`config.mk`:
```
export PLATFORM = sky130hd
export DESIGN_NAME = line_printer_controller
export DESIGN_NICKNAME = d
export VERILOG_FILES = /design/src/sv/lpc_pkg.sv /design/src/sv/lpc_front.sv /design/src/sv/lpc_queue.sv /design/src/sv/lpc_back.sv /design/src/sv/line_printer_controller.sv
export SDC_FILE = /design/constraint.sdc
export NUM_CORES = 1
export LEC_CHECK = 0
export ABC_AREA = 1
export ABC_CLOCK_PERIOD_IN_PS = 3600
export BUFFER_PORTS_ARGS = -buffer_cell sky130_fd_sc_hd__buf_4
export CAP_MARGIN = 20
export CORE_MARGIN = 1
export CORE_UTILIZATION = 40
export CTS_CLUSTER_DIAMETER = 50
export DETAILED_ROUTE_END_ITERATION = 16
export PLACE_DENSITY = 0.67
export SETUP_SLACK_MARGIN = 0.4
export SLEW_MARGIN = 25
export SYNTH_ARGS = -nofsm -noshare
export SYNTH_HDL_FRONTEND = slang
export SYNTH_HIERARCHICAL = 1
export SYNTH_SLANG_ARGS = --single-unit
```
`constraint.sdc`:
```
create_clock -name clk -period 3.6 [get_ports clk]
set_input_delay 0.18 -clock clk [delete_from_list [all_inputs] [get_ports clk]]
set_output_delay 0.18 -clock clk [all_outputs]
set_load 0.03 [all_outputs]
```
`src/sv/lpc_pkg.sv`:
```
// shared types and constants of the line printer controller
package lpc_pkg;

  typedef enum logic [1:0] {
    OP_FUNC   = 2'd0,
    OP_WRITE  = 2'd1,
    OP_STATUS = 2'd2,
    OP_DISC   = 2'd3
  } op_t;

  typedef enum logic [1:0] {
    KIND_ACK    = 2'd0,
    KIND_CHAR   = 2'd1,
    KIND_STATUS = 2'd2,
    KIND_FLUSH  = 2'd3
  } kind_t;

  typedef enum logic [1:0] {
    MODE_IDLE    = 2'd0,
    MODE_OUTPUT  = 2'd1,
    MODE_DISCARD = 2'd2,
    MODE_STATUS  = 2'd3
  } mode_t;

  // configuration register indexes
  localparam logic [0:0] CFG_IDX_3555  = 1'b0;
  localparam logic [0:0] CFG_IDX_ASCII = 1'b1;

  // function codes
  localparam logic [11:0] FC_RELEASE   = 12'o0000;
  localparam logic [11:0] FC_NL_A      = 12'o0001;
  localparam logic [11:0] FC_NL_TWO    = 12'o0002;
  localparam logic [11:0] FC_NL_B      = 12'o0003;
  localparam logic [11:0] FC_FORM_FEED = 12'o0004;
  localparam logic [11:0] FC_OUT_EN    = 12'o1600;
  localparam logic [11:0] FC_STAT_REQ  = 12'o1300;
  localparam logic [11:0] FC_FILL_MEM  = 12'o0012;
  localparam logic [11:0] FC_NEW_BASE  = 12'o0020;
  localparam logic [11:0] FC_OLD_BASE  = 12'o0030;

  // carriage characters
  localparam logic [7:0] CH_NEWLINE   = 8'o012;
  localparam logic [7:0] CH_FORM_FEED = 8'o014;

  // status word bits
  localparam logic [11:0] ST_READY   = 12'o0001;
  localparam logic [11:0] ST_RDY_INT = 12'o0200;
  localparam logic [11:0] ST_END_INT = 12'o0400;

  // one decoded item: up to two results, the second always a character
  typedef struct packed {
    kind_t       kind;
    logic [7:0]  ch0;
    logic [7:0]  ch1;
    logic        disp;
    logic [11:0] status;
    logic        acc;
    logic        int_line;
    logic        two;
  } job_t;

  typedef struct packed {
    logic full;
    logic empty;
  } q_stat_t;

endpackage

```
`src/sv/lpc_front.sv`:
```
// front end: takes requests, keeps controller state, builds result jobs
module lpc_front (
  input  logic             clk,
  input  logic             rst,
  input  logic             cfg_valid,
  input  logic [0:0]       cfg_index,
  input  logic             cfg_data,
  input  logic             in_valid,
  input  logic [1:0]       opcode,
  input  logic [11:0]      func_code,
  input  logic [11:0]      data_word,
  input  lpc_pkg::q_stat_t q_stat,
  output logic             in_stall,
  output logic             push,
  output lpc_pkg::job_t    job
);

  logic controller_is_3555, printer_is_ascii;
  logic ready_int_pending, end_int_pending, ready_int_enabled, end_int_enabled;
  logic fill_image_armed, has_printed, keep_interrupt;
  lpc_pkg::mode_t transfer_mode;

  logic ready_int_pending_next, end_int_pending_next;
  logic ready_int_enabled_next, end_int_enabled_next;
  logic fill_image_armed_next, has_printed_next, keep_interrupt_next;
  lpc_pkg::mode_t transfer_mode_next;

  lpc_pkg::op_t op;
  logic [11:0]  sel_r, rel_r, sel_e, rel_e, base;
  logic         accept;

  assign op       = lpc_pkg::op_t'(opcode);
  assign in_stall = q_stat.full;
  assign accept   = in_valid & ~q_stat.full;
  assign push     = accept;

  // interrupt select/release codes move with the code set
  assign base  = controller_is_3555 ? lpc_pkg::FC_NEW_BASE : lpc_pkg::FC_OLD_BASE;
  assign sel_r = base;
  assign rel_r = base + 12'd1;
  assign sel_e = base + 12'd2;
  assign rel_e = base + 12'd3;

  // transfer mode
  always_comb begin
    transfer_mode_next = transfer_mode;
    case (op)
      lpc_pkg::OP_FUNC: begin
        if (func_code == lpc_pkg::FC_OUT_EN) begin
          transfer_mode_next = fill_image_armed ? lpc_pkg::MODE_DISCARD
                                                : lpc_pkg::MODE_OUTPUT;
        end else if (func_code == lpc_pkg::FC_STAT_REQ) begin
          transfer_mode_next = lpc_pkg::MODE_STATUS;
        end
      end
      lpc_pkg::OP_STATUS: begin
        if (transfer_mode == lpc_pkg::MODE_STATUS) transfer_mode_next = lpc_pkg::MODE_IDLE;
      end
      lpc_pkg::OP_DISC: begin
        if (transfer_mode == lpc_pkg::MODE_OUTPUT) transfer_mode_next = lpc_pkg::MODE_IDLE;
      end
      default: ;
    endcase
  end

  // flags and results
  always_comb begin
    ready_int_pending_next = ready_int_pending;
    end_int_pending_next   = end_int_pending;
    ready_int_enabled_next = ready_int_enabled;
    end_int_enabled_next   = end_int_enabled;
    fill_image_armed_next  = fill_image_armed;
    has_printed_next       = has_printed;
    keep_interrupt_next    = keep_interrupt;
    job = '{kind: lpc_pkg::KIND_ACK, ch0: 8'd0, ch1: 8'd0, disp: 1'b0,
            status: 12'd0, acc: 1'b0, int_line: 1'b0, two: 1'b0};
    case (op)
      lpc_pkg::OP_FUNC: begin
        case (func_code)
          lpc_pkg::FC_RELEASE: begin
            ready_int_pending_next = 1'b0;
            end_int_pending_next   = 1'b0;
            if (has_printed) begin
              has_printed_next = 1'b0;
              job.kind         = lpc_pkg::KIND_FLUSH;
            end
          end
          lpc_pkg::FC_NL_A, lpc_pkg::FC_NL_B: begin
            job.kind = lpc_pkg::KIND_CHAR;
            job.ch0  = lpc_pkg::CH_NEWLINE;
          end
          lpc_pkg::FC_NL_TWO: begin
            job.kind = lpc_pkg::KIND_CHAR;
            job.ch0  = lpc_pkg::CH_NEWLINE;
            job.ch1  = lpc_pkg::CH_NEWLINE;
            job.two  = 1'b1;
          end
          lpc_pkg::FC_FORM_FEED: begin
            job.kind = lpc_pkg::KIND_CHAR;
            job.ch0  = lpc_pkg::CH_FORM_FEED;
          end
          lpc_pkg::FC_OUT_EN: begin
            fill_image_armed_next  = 1'b0;
            ready_int_pending_next = ready_int_enabled;
            end_int_pending_next   = end_int_enabled;
            job.acc                = 1'b1;
          end
          lpc_pkg::FC_STAT_REQ: begin
            job.acc = 1'b1;
          end
          default: begin
            if (controller_is_3555 && func_code == lpc_pkg::FC_FILL_MEM) begin
              fill_image_armed_next = 1'b1;
            end
            if (func_code == sel_r) begin
              ready_int_enabled_next = 1'b1;
              ready_int_pending_next = keep_interrupt;
              keep_interrupt_next    = 1'b0;
            end else if (func_code == rel_r) begin
              ready_int_enabled_next = 1'b0;
              ready_int_pending_next = 1'b0;
            end else if (func_code == sel_e) begin
              end_int_enabled_next = 1'b1;
              end_int_pending_next = keep_interrupt;
              keep_interrupt_next  = 1'b0;
            end else if (func_code == rel_e) begin
              end_int_enabled_next = 1'b0;
              end_int_pending_next = 1'b0;
            end
          end
        endcase
      end
      lpc_pkg::OP_WRITE: begin
        if (transfer_mode == lpc_pkg::MODE_OUTPUT) begin
          job.kind = lpc_pkg::KIND_CHAR;
          if (printer_is_ascii) begin
            job.ch0 = data_word[7:0];
          end else begin
            job.ch0  = {2'b00, data_word[11:6]};
            job.ch1  = {2'b00, data_word[5:0]};
            job.disp = 1'b1;
            job.two  = 1'b1;
          end
          has_printed_next    = 1'b1;
          keep_interrupt_next = 1'b1;
        end
      end
      lpc_pkg::OP_STATUS: begin
        if (transfer_mode == lpc_pkg::MODE_STATUS) begin
          job.kind   = lpc_pkg::KIND_STATUS;
          job.status = lpc_pkg::ST_READY
                     | (ready_int_pending ? lpc_pkg::ST_RDY_INT : 12'd0)
                     | (end_int_pending ? lpc_pkg::ST_END_INT : 12'd0);
        end
      end
      lpc_pkg::OP_DISC: begin
        if (transfer_mode == lpc_pkg::MODE_OUTPUT) begin
          job.kind = lpc_pkg::KIND_CHAR;
          job.ch0  = lpc_pkg::CH_NEWLINE;
        end
      end
      default: ;
    endcase
    job.int_line = ready_int_pending_next | end_int_pending_next;
  end

  always_ff @(posedge clk) begin
    if (rst) begin
      controller_is_3555 <= 1'b1;
      printer_is_ascii   <= 1'b0;
      ready_int_pending  <= 1'b0;
      end_int_pending    <= 1'b0;
      ready_int_enabled  <= 1'b0;
      end_int_enabled    <= 1'b0;
      fill_image_armed   <= 1'b0;
      has_printed        <= 1'b0;
      keep_interrupt     <= 1'b0;
      transfer_mode      <= lpc_pkg::MODE_IDLE;
    end else begin
      if (cfg_valid) begin
        if (cfg_index == lpc_pkg::CFG_IDX_3555) controller_is_3555 <= cfg_data;
        if (cfg_index == lpc_pkg::CFG_IDX_ASCII) printer_is_ascii <= cfg_data;
      end
      if (accept) begin
        ready_int_pending <= ready_int_pending_next;
        end_int_pending   <= end_int_pending_next;
        ready_int_enabled <= ready_int_enabled_next;
        end_int_enabled   <= end_int_enabled_next;
        fill_image_armed  <= fill_image_armed_next;
        has_printed       <= has_printed_next;
        keep_interrupt    <= keep_interrupt_next;
        transfer_mode     <= transfer_mode_next;
      end
    end
  end

endmodule

```
`src/sv/lpc_queue.sv`:
```
// short job queue between front and back end
module lpc_queue #(
  parameter int DEPTH = 4
) (
  input  logic             clk,
  input  logic             rst,
  input  logic             push,
  input  lpc_pkg::job_t    push_job,
  input  logic             pop,
  output lpc_pkg::job_t    pop_job,
  output lpc_pkg::q_stat_t q_stat
);

  localparam int PW = (DEPTH > 1) ? $clog2(DEPTH) : 1;
  localparam int CW = $clog2(DEPTH + 1);
  localparam logic [PW-1:0] LAST_PTR = PW'(DEPTH - 1);

  lpc_pkg::job_t mem [DEPTH];
  logic [PW-1:0] wptr, rptr;
  logic [CW-1:0] count;
  logic          do_push, do_pop;

  assign q_stat.full  = (count == CW'(DEPTH));
  assign q_stat.empty = (count == '0);
  assign do_push      = push & ~q_stat.full;
  assign do_pop       = pop & ~q_stat.empty;
  assign pop_job      = mem[rptr];

  always_ff @(posedge clk) begin
    if (do_push) mem[wptr] <= push_job;
  end

  always_ff @(posedge clk) begin
    if (rst) begin
      wptr  <= '0;
      rptr  <= '0;
      count <= '0;
    end else begin
      if (do_push) wptr <= (wptr == LAST_PTR) ? '0 : wptr + PW'(1);
      if (do_pop) rptr <= (rptr == LAST_PTR) ? '0 : rptr + PW'(1);
      if (do_push && !do_pop) count <= count + CW'(1);
      else if (do_pop && !do_push) count <= count - CW'(1);
    end
  end

endmodule

```
`src/sv/lpc_back.sv`:
```
// back end: output register that plays each job out as one or two results
module lpc_back (
  input  logic             clk,
  input  logic             rst,
  input  lpc_pkg::q_stat_t q_stat,
  input  lpc_pkg::job_t    q_job,
  input  logic             out_stall,
  output logic             pop,
  output logic             out_valid,
  output logic [1:0]       result_kind,
  output logic [7:0]       char_value,
  output logic             char_is_display,
  output logic [11:0]      status_word,
  output logic             func_accepted,
  output logic             interrupt_line,
  output logic             last
);

  lpc_pkg::job_t cur;
  logic          busy, phase;
  logic          is_last, take, done, load;

  assign is_last = phase | ~cur.two;
  assign take    = busy & ~out_stall;
  assign done    = take & is_last;
  assign load    = (~busy | done) & ~q_stat.empty;
  assign pop     = load;

  always_ff @(posedge clk) begin
    if (load) cur <= q_job;
  end

  always_ff @(posedge clk) begin
    if (rst) begin
      busy  <= 1'b0;
      phase <= 1'b0;
    end else if (load) begin
      busy  <= 1'b1;
      phase <= 1'b0;
    end else if (done) begin
      busy  <= 1'b0;
      phase <= 1'b0;
    end else if (take) begin
      phase <= 1'b1;
    end
  end

  // second result of a pair is always a character
  assign out_valid       = busy;
  assign result_kind     = phase ? lpc_pkg::KIND_CHAR : cur.kind;
  assign char_value      = phase ? cur.ch1 : cur.ch0;
  assign char_is_display = cur.disp;
  assign status_word     = cur.status;
  assign func_accepted   = cur.acc;
  assign interrupt_line  = cur.int_line;
  assign last            = is_last;

endmodule

```
`src/sv/line_printer_controller.sv`:
```
// top level of the line printer controller
//
//  channel  | handshake             | payload
//  ---------+-----------------------+------------------------------------------
//  in       | in_valid / in_stall   | opcode, func_code, data_word
//  out      | out_valid / out_stall | result_kind, char_value, char_is_display,
//           |                       | status_word, func_accepted,
//           |                       | interrupt_line, last
//  cfg      | cfg_valid / cfg_ready | cfg_index, cfg_data
//
//  one request per cycle enters while the queue is not full; the front end updates
//  all controller state in the accept cycle, so the next request follows at once
//  the output register gives one result per cycle while out_stall is low: a
//  request with two results (double newline, word on the display-code printer)
//  holds it until both are taken, so the queue of QUEUE_DEPTH jobs sets how long
//  the input can run ahead; each job passes the queue, then the output register
//  reset (rst, synchronous) empties the queue and resets the controller state
//  in_stall rises only when the queue is full; out_stall holds the result
module line_printer_controller #(
  parameter int QUEUE_DEPTH = 4
) (
  input  logic        clk,
  input  logic        rst,
  input  logic        cfg_valid,
  output logic        cfg_ready,
  input  logic [0:0]  cfg_index,
  input  logic        cfg_data,
  input  logic        in_valid,
  output logic        in_stall,
  input  logic [1:0]  opcode,
  input  logic [11:0] func_code,
  input  logic [11:0] data_word,
  output logic        out_valid,
  input  logic        out_stall,
  output logic [1:0]  result_kind,
  output logic [7:0]  char_value,
  output logic        char_is_display,
  output logic [11:0] status_word,
  output logic        func_accepted,
  output logic        interrupt_line,
  output logic        last
);

  lpc_pkg::job_t    push_job, pop_job;
  lpc_pkg::q_stat_t q_stat;
  logic             push, pop;

  // config writes are always taken
  assign cfg_ready = 1'b1;

  // decode and state
  lpc_front u_front (
    .clk       (clk),
    .rst       (rst),
    .cfg_valid (cfg_valid),
    .cfg_index (cfg_index),
    .cfg_data  (cfg_data),
    .in_valid  (in_valid),
    .opcode    (opcode),
    .func_code (func_code),
    .data_word (data_word),
    .q_stat    (q_stat),
    .in_stall  (in_stall),
    .push      (push),
    .job       (push_job)
  );

  // decouples a stalled output from the input side
  lpc_queue #(
    .DEPTH (QUEUE_DEPTH)
  ) u_queue (
    .clk      (clk),
    .rst      (rst),
    .push     (push),
    .push_job (push_job),
    .pop      (pop),
    .pop_job  (pop_job),
    .q_stat   (q_stat)
  );

  // result sequencing
  lpc_back u_back (
    .clk             (clk),
    .rst             (rst),
    .q_stat          (q_stat),
    .q_job           (pop_job),
    .out_stall       (out_stall),
    .pop             (pop),
    .out_valid       (out_valid),
    .result_kind     (result_kind),
    .char_value      (char_value),
    .char_is_display (char_is_display),
    .status_word     (status_word),
    .func_accepted   (func_accepted),
    .interrupt_line  (interrupt_line),
    .last            (last)
  );

  // only character results carry a character
  a_char_only: assert property (@(posedge clk) disable iff (rst)
    out_valid && result_kind != lpc_pkg::KIND_CHAR |-> char_value == 8'd0 && !char_is_display)
    else $error("character field set on a non-character result");

  // a transfer start is a single acknowledge
  a_acc_ack: assert property (@(posedge clk) disable iff (rst)
    out_valid && func_accepted |-> result_kind == lpc_pkg::KIND_ACK && last)
    else $error("transfer start not a single acknowledge");

  // status words come only with status results and always show ready
  a_status: assert property (@(posedge clk) disable iff (rst)
    out_valid && status_word != 12'd0 |->
      result_kind == lpc_pkg::KIND_STATUS && status_word[0] && last)
    else $error("bad status word");

  // nothing comes out right after reset
  a_reset: assert property (@(posedge clk) rst |=> !out_valid)
    else $error("result valid after reset");

endmodule

```
; After elaboration in Yosys (flattened, before gate mapping)
; Memories as Yosys holds them, arrays and structs flattened. A register that Yosys moved wholly into a read port is not among the register bits.
; Cells that the tools add are included.
[word_totals]
out_inout_bits = 29
input_bits = 33
reg_bits = 20
mem_count = 1
mem_bits_rw = 136
[memory_table]
columns = name, depth, word_bits, read_ports, rd_clocked_by_memory_dff, write_ports, line_no
row1 = u_queue.mem, 4, 34, 1, 1, 1, lpc_queue.sv:18  ; lpc_pkg::job_t mem [DEPTH];
[classes]
n_eq_ne = 27
n_bitwise = 20
mux = 64
n_addsub = 7
reduce_logical = 30
[op_table]
columns = cell, count
row1 = $eq 12x12->1, 4
row2 = $mux 1, 29
row3 = $add 12x2->12 const B, 2
row4 = $eq 12x10->1 const B, 2
row5 = $eq 12x2->1 const B, 2
row6 = $mux 12, 2
row7 = $mux 8, 3
row8 = $pmux 8 s3, 1
row9 = $mux 2, 10
row10 = $mux 18, 1
row11 = $mux 9, 2
row12 = $pmux 8 s2, 1
row13 = $add 12x1->12 const B, 1
row14 = $eq 12x1->1 const B, 1
row15 = $eq 12x3->1 const B, 1
row16 = $eq 12x4->1 const B, 1
row17 = $logic_not 12->1, 1
row18 = $or 12x12->12, 1
row19 = $reduce_and 4->1, 3
row20 = $reduce_and 6->1, 2
row21 = $reduce_bool 2->1, 6
row22 = $eq 2x2->1 const B, 5
row23 = $not 1->1, 10
row24 = $mux 4, 2
row25 = 32 further kinds, 55

; Logic depth before layout (Yosys ltp)
[logic_depth]
ltp_word = 10
depth_mapped = 15
mapped_depth_nobuf = 15

; By module
; Netlist, hierarchy kept.
[modules_own_cells]
columns = module, seq_area_each_um2, instances, cells_each, area_per_inst_um2
row1 = lpc_queue, 4264.1, 1, 400, 5749.3
row2 = lpc_front, 220.2, 1, 234, 1356.3
row3 = lpc_back, 1061.0, 1, 87, 1325.0
row4 = line_printer_controller, 0.0, 1, 2, 11.3

; Least setup slack after synthesis
; OpenSTA, ideal clock, no wires.
[synth_timing]
kind = reg2reg
startpoint = reg u_back.busy, in the netlist u_back/out_valid
endpoint = reg u_queue.count[1]
setup_ns = 0.116
path_stages_with_launch = 11
slack_ns = 0.419
synth_period_minus_slack_ns = 3.181
arrival_ns = 3.065
path_cell_list = dfxtp_1 > inv_1 > nor2_2 > nand2_2 > a21oi_2 > nand2_1 > ha_1 > inv_1 > fa_1 > o21ai_0 > nor2_1
[synth_between]
elab_chain_cells = 8
word_cells_on_any_way = 11
[synth_lines]
columns = element, line_no
row1 = start: declaration, lpc_back.sv:20  ; logic busy, phase;
row2 = start signal: assignment, lpc_back.sv:35  ; busy <= 1'b0;
row3 = start signal: assignment, lpc_back.sv:38  ; busy <= 1'b1;
row4 = start signal: assignment, lpc_back.sv:41  ; busy <= 1'b0;
row5 = $and 1x1->1, lpc_back.sv:24  ; assign take = busy & ~out_stall;
row6 = $and 1x1->1, lpc_back.sv:25  ; assign done = take & is_last;
row7 = $or 1x1->1 *, lpc_back.sv:26  ; assign load = (~busy | done) & ~q_stat.empty;
row8 = $and 1x1->1 *, lpc_back.sv:26
row9 = via pop, line_printer_controller.sv:46  ; logic push, pop;
row10 = $and 1x1->1 *, lpc_queue.sv:26  ; assign do_pop = pop & ~q_stat.empty;
row11 = $logic_not 1->1, lpc_queue.sv:41  ; if (do_push && !do_pop) count <= count + CW'(1);
row12 = $logic_and 1x1->1, lpc_queue.sv:41
row13 = $mux 3 / $reduce_bool 2->1 (equally long branches), -
row14 = end signal: assignment, lpc_queue.sv:41
row15 = end signal: assignment, lpc_queue.sv:42  ; else if (do_pop && !do_push) count <= count - CW'(1);
row16 = end: declaration, lpc_queue.sv:20  ; logic [CW-1:0] count;
; The timed path passes the listed nets; every way through them passes the cells marked *.
; A chain may end at the register's enable or synchronous reset.

; Worst setup path in the final report
[layout_timing]
startpoint = reg u_queue.count[0]
endpoint = mem u_queue/mem[3][20] (netlist bit), enable pin
[layout_between]
elab_chain_cells = 6
[layout_lines]
columns = element, line_no
row1 = $eq 3x3->1, lpc_queue.sv:23  ; assign q_stat.full = (count == CW'(DEPTH));
row2 = $not 1->1, lpc_front.sv:34  ; assign accept = in_valid & ~q_stat.full;
row3 = $and 1x1->1, lpc_front.sv:34
row4 = via push, line_printer_controller.sv:46
row5 = $and 1x1->1, lpc_queue.sv:25  ; assign do_push = push & ~q_stat.full;
row6 = $mux 1, lpc_queue.sv:30  ; if (do_push) mem[wptr] <= push_job;
row7 = $mux 1 (not written as such), lpc_queue.sv:30
row8 = end: declaration, lpc_queue.sv:18
; The timed path passes the listed nets, and every way through them passes these cells.

==> results_dict.tcl <==
set metrics [dict create \
    antenna_found_initial 0 \
    tritoncts "done" \
    synth_area_leaders "edfxtp_1, dfxtp_1, o21ai_0, nor2_1, nand2_1" \
    fin_setup_tns_ps 0 \
    synth_edf_count 170 \
    crit_type "register to register" \
    synth-seq-area-share_pct 65.69 \
    nNetsFinal 813 \
    cts-root-buf "clkbuf_16" \
    remaining_drc_errors 0 \
    critical_path_required_ps 3730 \
    cts_num_sinks 192 \
    postCtsSetupBuffers 0 \
    status "finished, final reports clean" \
    final_cells 1056 \
    maxSlewHeadroom_pct 55.09 \
    critPathMaxFanout 19 \
    ctsResizeCount 0 \
    initialDrtViolationCount 394 \
    dr.pass1.iters 4 \
    yosysWarnings 6 \
    power_density_nw_per_um2 768.8 \
    ant_nets 0 \
    h-tree-depth 4 \
    slew_viol_final 0 \
    dpl.hpwl_um 10040 \
    grt_pass1_vias 4969 \
    overflow 0 \
    start_kind "register" \
    rr_worst_depth 7 \
    io_pins 62 \
    fillCellCount 1867 \
    core_um2 20430 \
    syn-cell-area_um2 8442 \
    yosys.area.top_type "edfxtp_1" \
    rsz0062_at_grt "no" \
    yosysTopAreaCellShare_pct 60.47 \
    routed_wl_um 15990 \
    insertion_delay_ps 430 \
    die_h_um 147.3 \
    synth-main-ff-cell "edfxtp_1" \
    gp_congestion 0.7796 \
    start_util_pct 41.32 \
    vias 5132 \
    drive_gt1_share_pct 22.65 \
    cts_buffers 17 \
    grt_max_degree 69 \
    maxCapViolations 0 \
    final_util_pct 46.83 \
    die_area_um2 21690 \
    post-route-period-util_pct 69.54 \
    holdPathStages 3 \
    multiInputGateArea_um2 2355 \
    dp.cells 1023 \
    max_slew.worst_pin.slew_ps 668.5 \
    ir_drop_mv 0.3005 \
    synth_area_per_cell_um2 11.68 \
    port_buffers 60 \
    wl_per_cell_um 15.14 \
    worstHoldPathType "primary input to register" \
    via_per_inst 4.860 \
    cts_hold_buf 1 \
    synthArstFlopShare_pct 0 \
    ctsLongestPathBuffers 2 \
    syn_to_final_growth_pct 13.32 \
    ff_latch_area_um2 5547 \
    synthCells 723 \
    rows 52 \
    leakage_nw 3.581 \
    synth-seq-cells 192 \
    synthDistinctLibCells 48 \
    finalHoldViolCount 0 \
    num_antenna_cells 0 \
    die_w_um 147.3 \
    finClkSkew_ps 8.276 \
    track_usage_pct 15.51 \
    post-route-min-period_ps 2504 \
    max_freq_mhz 399.4 \
    setup_viol 0 \
    endpoint_kind "register" \
    path_clk_slew_ps 70 \
    critPathArrivalTime_ps 2630 \
    grt_pass1_wl_um 25670 \
]
routing by layer:
| layer | global-route usage, % | part of all wire (%) | vias up |
|---|---|---|---|
| met5 | 0 | 0 | - |
| met4 | 5.722 | 1.8 | 0 |
| met3 | 2.919 | 4.4 | 21 |
| met2 | 25.42 | 49 | 113 |
| met1 | 20.49 | 45 | 2431 |
| li1 | - | - | 2567 |
final timing paths:
check | from | to | slack, ps
worst max-delay path | u_queue/count[0] | u_queue/mem[3][20] | 1100
worst min-delay path | cfg_valid | u_front/printer_is_ascii | 30
worst max register to register | u_queue/count[0] | u_queue/mem[3][20] | 1100
worst min register to register | u_front/transfer_mode[0] | u_front/transfer_mode[0] | 470
cell usage after synthesis, types with 6 or more instances:
| library cell | n |
|---|---|
| a21oi_1 | 12 |
| buf_2 | 13 |
| buf_4 | 27 |
| dfxtp_1 | 22 |
| edfxtp_1 | 170 |
| ha_1 | 6 |
| inv_1 | 58 |
| inv_2 | 7 |
| nand2_1 | 91 |
| nand2_2 | 6 |
| nand3_1 | 21 |
| nor2_1 | 96 |
| nor2_2 | 26 |
| nor2_4 | 6 |
| o21ai_0 | 75 |
| o21ai_1 | 6 |
| o22ai_1 | 15 |
| o22ai_2 | 20 |
final cells by class:
type	instances	area share, %
clock buffer	19	4.525
clock inverter	13	1.269
inverter	66	2.642
multi-input combinational	427	24.61
sequential	192	57.98
tap	270	3.531
timing repair buffer	69	5.441
logic make-up after synthesis:
| group | Yosys count | synth area share (%) |
|---|---|---|
| compound gates | 140 | 10.79 |
| xor+xnor | 1 | 0.1038 |
| fa+ha+maj | 7 | 1.126 |
| buf+inv | 114 | 7.307 |
| flops | 192 | 65.69 |
| other cells | 2 | 0.08896 |
| simple gates | 267 | 14.90 |
worst max-delay path: stages (launching register included):
cell     delay [ps]
dfxtp_1         390
nor2_1           70
nand2_1         110
inv_1            70
nor2_1          300
nand2_1         360
nor2_4          590
buf_4           300
cell usage in the layout, fill, tap and decap left out, drive strengths merged, types with 7 or more instances in the layout:
| cell | count |
|---|---|
| edfxtp | 170 |
| dfxtp | 22 |
| clkinv | 10 |
| nor3 | 7 |
| inv | 66 |
| buf | 68 |
| nor2 | 128 |
| o21ai | 82 |
| nand3 | 23 |
| nand2 | 99 |
| a21oi | 14 |
| conb | 12 |
| o22ai | 35 |
| clkbuf | 19 |
state kept, by name (all words and copies together), names as in the netlist, 2 cells and up, named ones only:
| name | flops |
|---|---|
| u_queue/wptr | 2 |
| u_queue/mem | 136 |
| u_front/transfer_mode | 2 |
| u_back/cur | 19 |
| u_queue/rptr | 2 |
| u_queue/count | 3 |
| u_back/status_word | 12 |
where the power goes:
| part | internal [W] | switching, W | leakage, nW | total, W |
|---|---|---|---|---|
| clock | 0.00101 | 0.000762 | 0.273 | 0.00177 |
| sequential | 0.00307 | 0.000197 | 1.75 | 0.00326 |
| combinational | 0.000750 | 0.00157 | 1.56 | 0.00232 |
stage by stage:
stage	total power, W	setup WS, ps	hold WS, ps	cell area [um2]
2_1_floorplan	0.005100	419.4	249.1	8479
3_3_place_gp	0.005626	1123	410.0	9002
3_5_place_dp	0.005653	1024	409.6	9002
4_1_cts	0.007419	1013	15.62	9567
5_1_grt	0.007744	784.2	36.47	9567
6_report	0.007355	1096	32.87	9567
Note: power is estimated with default switching activity, not from simulation.
